File: config.mk
export PLATFORM = sky130hd
export DESIGN_NAME = arm_data_processing_alu
export DESIGN_NICKNAME = d
export VERILOG_FILES = /design/src/hdl/adpalu_pkg.sv /design/src/hdl/adpalu_decode.sv /design/src/hdl/adpalu_shift.sv /design/src/hdl/adpalu_exec.sv /design/src/hdl/arm_data_processing_alu.sv
export SDC_FILE = /design/constraint.sdc
export NUM_CORES = 1
export LEC_CHECK = 0
export ABC_AREA = 1
export BUFFER_PORTS_ARGS = -buffer_cell sky130_fd_sc_hd__buf_2
export CORE_ASPECT_RATIO = 1.25
export CORE_MARGIN = 2
export CORE_UTILIZATION = 55
export DETAILED_ROUTE_END_ITERATION = 7
export GPL_TIMING_DRIVEN = 0
export PLACE_DENSITY = 0.88
export REMOVE_ABC_BUFFERS = 1
export SKIP_LAST_GASP = 1
export SYNTH_ARGS = -nofsm -noshare
export SYNTH_HDL_FRONTEND = slang
export SYNTH_SLANG_ARGS = --single-unit
export TNS_END_PERCENT = 1
File: constraint.sdc
create_clock -name clk -period 3.79 [get_ports clk]
set_clock_uncertainty 0.1 [all_clocks]
set_input_delay 0.1895 -clock clk [delete_from_list [all_inputs] [get_ports clk]]
set_output_delay 0.1895 -clock clk [all_outputs]
set_load 0.05 [all_outputs]
File: src/hdl/adpalu_pkg.sv
// Shared types and constants for the data-processing ALU pipeline.
`default_nettype none

package adpalu_pkg;

	localparam logic [3:0] OP_AND = 4'd0;
	localparam logic [3:0] OP_EOR = 4'd1;
	localparam logic [3:0] OP_SUB = 4'd2;
	localparam logic [3:0] OP_RSB = 4'd3;
	localparam logic [3:0] OP_ADD = 4'd4;
	localparam logic [3:0] OP_TST = 4'd8;
	localparam logic [3:0] OP_TEQ = 4'd9;
	localparam logic [3:0] OP_CMP = 4'd10;
	localparam logic [3:0] OP_ORR = 4'd12;
	localparam logic [3:0] OP_MOV = 4'd13;

	localparam logic [1:0] SH_LSL = 2'd0;
	localparam logic [1:0] SH_LSR = 2'd1;
	localparam logic [1:0] SH_ASR = 2'd2;
	localparam logic [1:0] SH_ROR = 2'd3;

	typedef struct packed {
		logic [31:0] instr_word;
		logic [31:0] rn_value;
		logic [31:0] rm_value;
		logic [31:0] rs_value;
	} alu_req_t;

	typedef struct packed {
		logic [31:0] alu_result;
		logic        reg_write;
		logic [3:0]  dest_reg;
		logic        flags_write;
		logic        flag_n;
		logic        flag_z;
		logic        flag_c;
		logic        invalid_op;
	} alu_rsp_t;

	typedef struct packed {
		logic [3:0] opcode;
		logic       set_flags;
		logic [3:0] rd;
		logic       writes;
		logic       logical;
		logic       valid_op;
	} alu_ctl_t;

	typedef struct packed {
		logic [31:0] value;
		logic [7:0]  amount;
		logic [1:0]  kind;
	} shift_req_t;

endpackage

`default_nettype wire

File: src/hdl/adpalu_decode.sv
// First pipeline stage: instruction decode and operand 2 shift request.
`default_nettype none

module adpalu_decode (
	input  wire                     clk,
	input  wire                     arst_n,
	input  wire                     in_vld,
	input  wire adpalu_pkg::alu_req_t req,
	output logic                    vld_s1,
	output adpalu_pkg::alu_ctl_t    ctl_s1,
	output adpalu_pkg::shift_req_t  shreq_s1,
	output logic [31:0]             rn_s1
);
	import adpalu_pkg::*;

	alu_ctl_t   ctl_d;
	shift_req_t shreq_d;
	logic [31:0] ins;

	assign ins = req.instr_word;

	always_comb begin
		ctl_d.opcode    = ins[24:21];
		ctl_d.set_flags = ins[20];
		ctl_d.rd        = ins[15:12];
		ctl_d.writes    = 1'b0;
		ctl_d.logical   = 1'b0;
		ctl_d.valid_op  = 1'b1;
		unique case (ins[24:21])
			OP_AND, OP_EOR, OP_ORR, OP_MOV: begin
				ctl_d.writes  = 1'b1;
				ctl_d.logical = 1'b1;
			end
			OP_SUB, OP_RSB, OP_ADD: ctl_d.writes = 1'b1;
			OP_TST, OP_TEQ: ctl_d.logical = 1'b1;
			OP_CMP: ctl_d.writes = 1'b0;
			default: ctl_d.valid_op = 1'b0;
		endcase

		if (ins[25]) begin
			shreq_d.value  = {24'd0, ins[7:0]};
			shreq_d.amount = {3'd0, ins[11:8], 1'b0};
			shreq_d.kind   = SH_ROR;
		end else begin
			shreq_d.value  = req.rm_value;
			shreq_d.amount = ins[4] ? req.rs_value[7:0] : {3'd0, ins[11:7]};
			shreq_d.kind   = ins[6:5];
		end
	end

	always_ff @(posedge clk or negedge arst_n) begin
		if (!arst_n) begin
			vld_s1 <= 1'b0;
		end else begin
			vld_s1 <= in_vld;
		end
	end

	always_ff @(posedge clk) begin
		ctl_s1   <= ctl_d;
		shreq_s1 <= shreq_d;
		rn_s1    <= req.rn_value;
	end

endmodule

`default_nettype wire

File: src/hdl/adpalu_shift.sv
// Second pipeline stage: barrel shifter that forms operand 2 and the shifter carry.
`default_nettype none

module adpalu_shift (
	input  wire                     clk,
	input  wire                     arst_n,
	input  wire                     vld_s1,
	input  wire adpalu_pkg::alu_ctl_t ctl_s1,
	input  wire adpalu_pkg::shift_req_t shreq_s1,
	input  wire [31:0]              rn_s1,
	output logic                    vld_s2,
	output adpalu_pkg::alu_ctl_t    ctl_s2,
	output logic [31:0]             op2_s2,
	output logic                    shc_s2,
	output logic [31:0]             rn_s2
);
	import adpalu_pkg::*;

	logic [31:0] v;
	logic [7:0]  amt;
	logic [5:0]  amt_lg;
	logic [5:0]  amt_ar;
	logic [32:0] lsl_w;
	logic [32:0] lsr_w;
	logic [32:0] asr_w;
	logic [31:0] ror_w;
	logic [31:0] op2_d;
	logic        shc_d;

	assign v   = shreq_s1.value;
	assign amt = shreq_s1.amount;

	always_comb begin
		amt_lg = (amt > 8'd32) ? 6'd33 : amt[5:0];
		amt_ar = (amt > 8'd32) ? 6'd32 : amt[5:0];
		lsl_w  = {1'b0, v} << amt_lg;
		lsr_w  = {v, 1'b0} >> amt_lg;
		asr_w  = 33'($signed({v, 1'b0}) >>> amt_ar);
		ror_w  = 32'({v, v} >> amt[4:0]);
		if (amt == 8'd0) begin
			op2_d = v;
			shc_d = 1'b0;
		end else begin
			unique case (shreq_s1.kind)
				SH_LSL: begin
					op2_d = lsl_w[31:0];
					shc_d = lsl_w[32];
				end
				SH_LSR: begin
					op2_d = lsr_w[32:1];
					shc_d = lsr_w[0];
				end
				SH_ASR: begin
					op2_d = asr_w[32:1];
					shc_d = asr_w[0];
				end
				default: begin
					op2_d = ror_w;
					shc_d = ror_w[31];
				end
			endcase
		end
	end

	always_ff @(posedge clk or negedge arst_n) begin
		if (!arst_n) begin
			vld_s2 <= 1'b0;
		end else begin
			vld_s2 <= vld_s1;
		end
	end

	always_ff @(posedge clk) begin
		ctl_s2 <= ctl_s1;
		op2_s2 <= op2_d;
		shc_s2 <= shc_d;
		rn_s2  <= rn_s1;
	end

endmodule

`default_nettype wire

File: src/hdl/adpalu_exec.sv
// Third pipeline stage: adder and logic unit, flag generation and result register.
`default_nettype none

module adpalu_exec (
	input  wire                     clk,
	input  wire                     arst_n,
	input  wire                     vld_s2,
	input  wire adpalu_pkg::alu_ctl_t ctl_s2,
	input  wire [31:0]              op2_s2,
	input  wire                     shc_s2,
	input  wire [31:0]              rn_s2,
	output logic                    vld_s3,
	output adpalu_pkg::alu_rsp_t    rsp_s3
);
	import adpalu_pkg::*;

	logic [31:0] add_a;
	logic [31:0] add_b;
	logic        add_ci;
	logic [32:0] sum;
	logic [31:0] res;
	logic        carry;
	alu_rsp_t    rsp_d;

	always_comb begin
		add_a  = rn_s2;
		add_b  = op2_s2;
		add_ci = 1'b0;
		if (ctl_s2.opcode == OP_SUB || ctl_s2.opcode == OP_CMP) begin
			add_b  = ~op2_s2;
			add_ci = 1'b1;
		end else if (ctl_s2.opcode == OP_RSB) begin
			add_a  = op2_s2;
			add_b  = ~rn_s2;
			add_ci = 1'b1;
		end
		sum = {1'b0, add_a} + {1'b0, add_b} + {32'd0, add_ci};

		unique case (ctl_s2.opcode)
			OP_AND, OP_TST: res = rn_s2 & op2_s2;
			OP_EOR, OP_TEQ: res = rn_s2 ^ op2_s2;
			OP_SUB, OP_RSB, OP_ADD, OP_CMP: res = sum[31:0];
			OP_ORR: res = rn_s2 | op2_s2;
			OP_MOV: res = op2_s2;
			default: res = 32'd0;
		endcase
		carry = ctl_s2.logical ? shc_s2 : sum[32];

		if (ctl_s2.valid_op) begin
			rsp_d.alu_result  = res;
			rsp_d.reg_write   = ctl_s2.writes;
			rsp_d.dest_reg    = ctl_s2.writes ? ctl_s2.rd : 4'd0;
			rsp_d.flags_write = ctl_s2.set_flags;
			rsp_d.flag_n      = ctl_s2.set_flags & res[31];
			rsp_d.flag_z      = ctl_s2.set_flags & (res == 32'd0);
			rsp_d.flag_c      = ctl_s2.set_flags & carry;
			rsp_d.invalid_op  = 1'b0;
		end else begin
			rsp_d            = '0;
			rsp_d.invalid_op = 1'b1;
		end
	end

	always_ff @(posedge clk or negedge arst_n) begin
		if (!arst_n) begin
			vld_s3 <= 1'b0;
		end else begin
			vld_s3 <= vld_s2;
		end
	end

	always_ff @(posedge clk) begin
		rsp_s3 <= rsp_d;
	end

endmodule

`default_nettype wire

File: src/hdl/arm_data_processing_alu.sv
// Top level of the three-stage ARM data-processing ALU pipeline.
//
//   Channel   Handshake            Payload  Direction
//   command   start / busy         req      in
//   response  done (one cycle)     rsp      out
//
// A transaction is accepted at every edge where start is high; busy is always low.
// Each transaction passes through decode, barrel shift, then add/logic with flags.
// One transaction may enter every cycle; each stage holds at most one in flight.
// Reset clears the stage valid bits only; the data registers are not reset.
// The receiver cannot stall, so the pipeline never holds or drops a transaction.
`default_nettype none

module arm_data_processing_alu (
	input  wire                   clk,
	input  wire                   arst_n,
	input  wire                   start,
	output logic                  busy,
	input  wire adpalu_pkg::alu_req_t req,
	output logic                  done,
	output adpalu_pkg::alu_rsp_t  rsp
);
	import adpalu_pkg::*;

	logic        vld_s1;
	alu_ctl_t    ctl_s1;
	shift_req_t  shreq_s1;
	logic [31:0] rn_s1;
	logic        vld_s2;
	alu_ctl_t    ctl_s2;
	logic [31:0] op2_s2;
	logic        shc_s2;
	logic [31:0] rn_s2;

	assign busy = 1'b0;

	adpalu_decode u_decode (
		.clk      (clk),
		.arst_n   (arst_n),
		.in_vld   (start & ~busy),
		.req      (req),
		.vld_s1   (vld_s1),
		.ctl_s1   (ctl_s1),
		.shreq_s1 (shreq_s1),
		.rn_s1    (rn_s1)
	);

	adpalu_shift u_shift (
		.clk      (clk),
		.arst_n   (arst_n),
		.vld_s1   (vld_s1),
		.ctl_s1   (ctl_s1),
		.shreq_s1 (shreq_s1),
		.rn_s1    (rn_s1),
		.vld_s2   (vld_s2),
		.ctl_s2   (ctl_s2),
		.op2_s2   (op2_s2),
		.shc_s2   (shc_s2),
		.rn_s2    (rn_s2)
	);

	adpalu_exec u_exec (
		.clk    (clk),
		.arst_n (arst_n),
		.vld_s2 (vld_s2),
		.ctl_s2 (ctl_s2),
		.op2_s2 (op2_s2),
		.shc_s2 (shc_s2),
		.rn_s2  (rn_s2),
		.vld_s3 (done),
		.rsp_s3 (rsp)
	);

	// Every accepted transaction completes after passing through decode, shift and execute.
	a_latency: assert property (@(posedge clk) disable iff (!arst_n)
		start |=> ##2 done)
		else $error("accepted transaction did not complete after three cycles");

	// An invalid opcode writes nothing.
	a_invalid_quiet: assert property (@(posedge clk) disable iff (!arst_n)
		done && rsp.invalid_op |-> rsp.alu_result == 32'd0 && !rsp.reg_write &&
			rsp.dest_reg == 4'd0 && !rsp.flags_write)
		else $error("invalid opcode produced a write");

	// Flags stay clear unless they are written.
	a_flags_gated: assert property (@(posedge clk) disable iff (!arst_n)
		done && !rsp.flags_write |-> !rsp.flag_n && !rsp.flag_z && !rsp.flag_c)
		else $error("flags set without a flag write");

	// Z and N follow the result when flags are written.
	a_flags_match: assert property (@(posedge clk) disable iff (!arst_n)
		done && rsp.flags_write |-> rsp.flag_z == (rsp.alu_result == 32'd0) &&
			rsp.flag_n == rsp.alu_result[31])
		else $error("N or Z flag disagrees with the result");

endmodule

`default_nettype wire
==> reports/results.tsv <==
metric	value	unit
status	finished, violations left	
violated checks	DRC, setup timing	
met3 GRT Util	11.1	%
sum of negative setup slack	-0.127	ns
VDD IR-drop max	0.454	mV
post-place instance area	0.0180	sq mm
Fillers	2716	
initial antenna violation count	1	
adder and majority gate portion of the synthesized area	7.09	%
starting density of the core	55.8	%
synth unique cells	52	
clk sink count	208	
async set-or-reset flop fraction in the synthesized netlist	1.44	%
vias in the first global route	20500	
delay-heaviest family, CP	simple AND/OR/NAND/NOR gates	
Vias/cell	6.32	
clock slew seen by the registers of the worst setup and hold paths	0.07	ns
Ys Warns	0	
Worst Path Required	3.94	ns
Worst setup SP type	register	
xor/xnor cell area share of the yosys netlist	0	%
CP arrival	4.01	ns
Tot GR Track Use	47.2	%
HP Class	in2reg	
core box area	0.0309	sq mm
Final setup viols	2	
Area Growth Syn to Fin	17.4	%
Max H-tree Level	1	
most frequent CP cell	nand3_1	
hold path cells	2	
Slew headroom	9.40	%
Pre-antenna DRT Iters	8	
global-route wire length before repair	118000	um
DIE AREA	0.0328	sq mm
drt wl/cell	23.6	um
Design Area, Final	0.0202	sq mm
cell area after synthesis	0.0172	sq mm
Die H	202	um
crit-path max FO	89	
most frequent cells in the layout	858 x nand2_1, 486 x nand3_1, 269 x inv_1	
routed vias	21500	
R2R Path Start	u_decode.shreq_s1[6]$_DFF_P_	
Buffers on Ports	139	
Period minus WS final	3.86	ns
Mean Syn Cell Area	6.06	sq um
multiplexer share of the synthesized area	2.70	%
crit path cell chain	buf_12 > inv_6 > nand2_4 > nor2_8 > nor2_8 > nor2_4 > buf_12 > inv_4 > buf_16 > nor2_1 > inv_1 > nand3_1 > nand3_1 > nand3_1 > nand4_1	
DIE WIDTH	162	um
flops & latches, synth	208	
CTS Buf Count	22	
nets	3207	
DRT iter0 DRCs	2510	
clock network latency to the later pin of the worst-skew pair	0.55	ns
dpl hpwl	54400	um
Cells after Synth	2841	
Final Hold Fails	0	
Root Buffer	clkbuf_16	
Final Wtd Congestion	1.04	
Most used DFF post-synth	dfxtp_1	
Power Dens Cells	453	mW/mm^2
clk buf depth	3	
Buf/Inv on CP	6	
CTS tree	done	
Worst path max stage delay	0.46	ns
total gr overflow	0	
WS Path Type	reg2reg	
busiest grt layer	met2	
met1 Track Usage GR	48.1	%
RSZ-0062 raised after global routing	yes	
Hold Startpoint	req[121]	
EDFF count, synth	0	
largest net degree at the start of global routing	90	
FMAX	0.259	GHz
R2R Path End	u_shift.op2_s2[5]$_DFF_P_	
layout cells sized above 1	10.3	%
Worst Hold Endpoint	u_decode.shreq_s1[19]$_SDFF_PP0_	
main combinational cell family by area after synthesis	simple AND/OR/NAND/NOR gates	
multi-input logic area	0.0114	sq mm
most common cell after layout, fill and taps aside	nand2_1	
Slew @ Worst Pin	1.34	ns
Reg area	0.00419	sq mm
final slew viol count	0	
crit share post-route	102	%
LEAKAGE	10.2	nW
post-route ant nets	0	
setup ws final	-0.0674	ns
max_cap viols	0	
DRT Wirelength	80300	um
r2r worst-path depth	15	
DRC	1	
Synth Area in Compound Gates	14.8	%
# IOs	175	
R2R setup slack	-0.07	ns
post-synthesis sequential area ratio	24.3	%
CP Capture Type	register	
Synth Area in Simple Gates	40.5	%
met2 Resource Use GR	77.1	%
Rows	72	
slowest cell on the critical path	dfxtp_4	
flip-flops by register name (all words and copies together), names as in the netlist:
register	count
u_decode.shreq_s1	42
u_shift.shc_s2	1
u_shift.ctl_s2	12
u_shift.op2_s2	32
u_decode.rn_s1	32
u_exec.vld_s3	1
u_shift.rn_s2	32
u_decode.ctl_s1	12
u_exec.rsp_s3	42
u_shift.vld_s2	1
u_decode.vld_s1	1
power by group:
group | internal [mW] | switching, mW
clock | 1.44 | 1.00
combinational | 1.22 | 2.88
sequential | 2.40 | 0.203
total | 5.06 | 4.09
kinds of logic after synthesis:
kind of cell,after synthesis
fa+ha+maj,97
flops,208
mux,46
other cells,1
buf+inv,441
simple gates,1608
compound gates,440
cell usage after synthesis (all sizes together), types with 17 or more instances:
| library cell | instances | area (sq um) |
|---|---|---|
| dfxtp | 205 | 4100 |
| clkbuf | 63 | 236 |
| inv | 282 | 1060 |
| nand4 | 23 | 144 |
| nand3 | 494 | 2490 |
| nand3b | 17 | 128 |
| a21oi | 95 | 475 |
| o22ai | 33 | 206 |
| ha | 96 | 1200 |
| buf | 95 | 526 |
| a31oi | 38 | 238 |
| nor2 | 172 | 731 |
| o211ai | 40 | 305 |
| mux2i | 42 | 420 |
| nand2 | 887 | 3410 |
| o21ai | 197 | 1010 |
worst max path at each step:
stage	cells after the start	from	endpoint
final	15	u_decode.shreq_s1[6]$_DFF_P_	u_shift.op2_s2[5]$_DFF_P_
after global routing	21	u_shift.ctl_s2[8]$_DFF_P_	u_exec.rsp_s3[2]$_SDFF_PN0_
after CTS	24	u_shift.ctl_s2[9]$_DFF_P_	u_exec.rsp_s3[2]$_SDFF_PN0_
after detailed placement	15	u_decode.shreq_s1[6]$_DFF_P_	u_shift.op2_s2[9]$_DFF_P_
after global placement	11	u_decode.shreq_s1[6]$_DFF_P_	u_shift.op2_s2[5]$_DFF_P_
after floorplan	12	u_decode.shreq_s1[6]$_DFF_P_	u_shift.op2_s2[1]$_DFF_P_
per-layer routing:
metal / wire length, um / vias up
met3: 8330 / 570
li1: - / 9716
met2: 35800 / 1554
met4: 10500 / 0
met1: 25700 / 9664
met5: 0 / -
final cells by class:
type / count / share of cell area [%]
sequential: 208 / 20.7
antenna: 1 / 0.0124
multi-input combinational: 2197 / 56.5
tap: 407 / 2.52
inverter: 283 / 5.38
timing repair buffer: 267 / 10.8
clock buffer: 26 / 2.99
clock inverter: 14 / 1.05
per-stage QoR:
stage	total power [mW]	util [%]	cells	hold WS [ns]	worst slack, ns
4_1_cts	8.85	64.6	3389	0.0442	-0.00442
3_3_place_gp	6.20	57.2	3229	-0.115	-6.61
5_1_grt	9.56	65.4	3403	0.0981	-0.0784
6_report	9.15	65.4	3403	0.0544	-0.0674
2_1_floorplan	5.09	-	2683	-0.206	-2.02
3_5_place_dp	6.31	58.2	3241	-0.112	-1.32
what timing repair did:
item                       in CTS  in global routing
gates resized for setup        22                 34
pin swaps                       5                  4
setup buffers                   4                  9
setup endpoints to repair      42                 14
gates cloned                    6                  3
hold endpoints to repair       90                  0
hold buffers                   98                  0
Note: power is estimated with default switching activity, not from simulation.
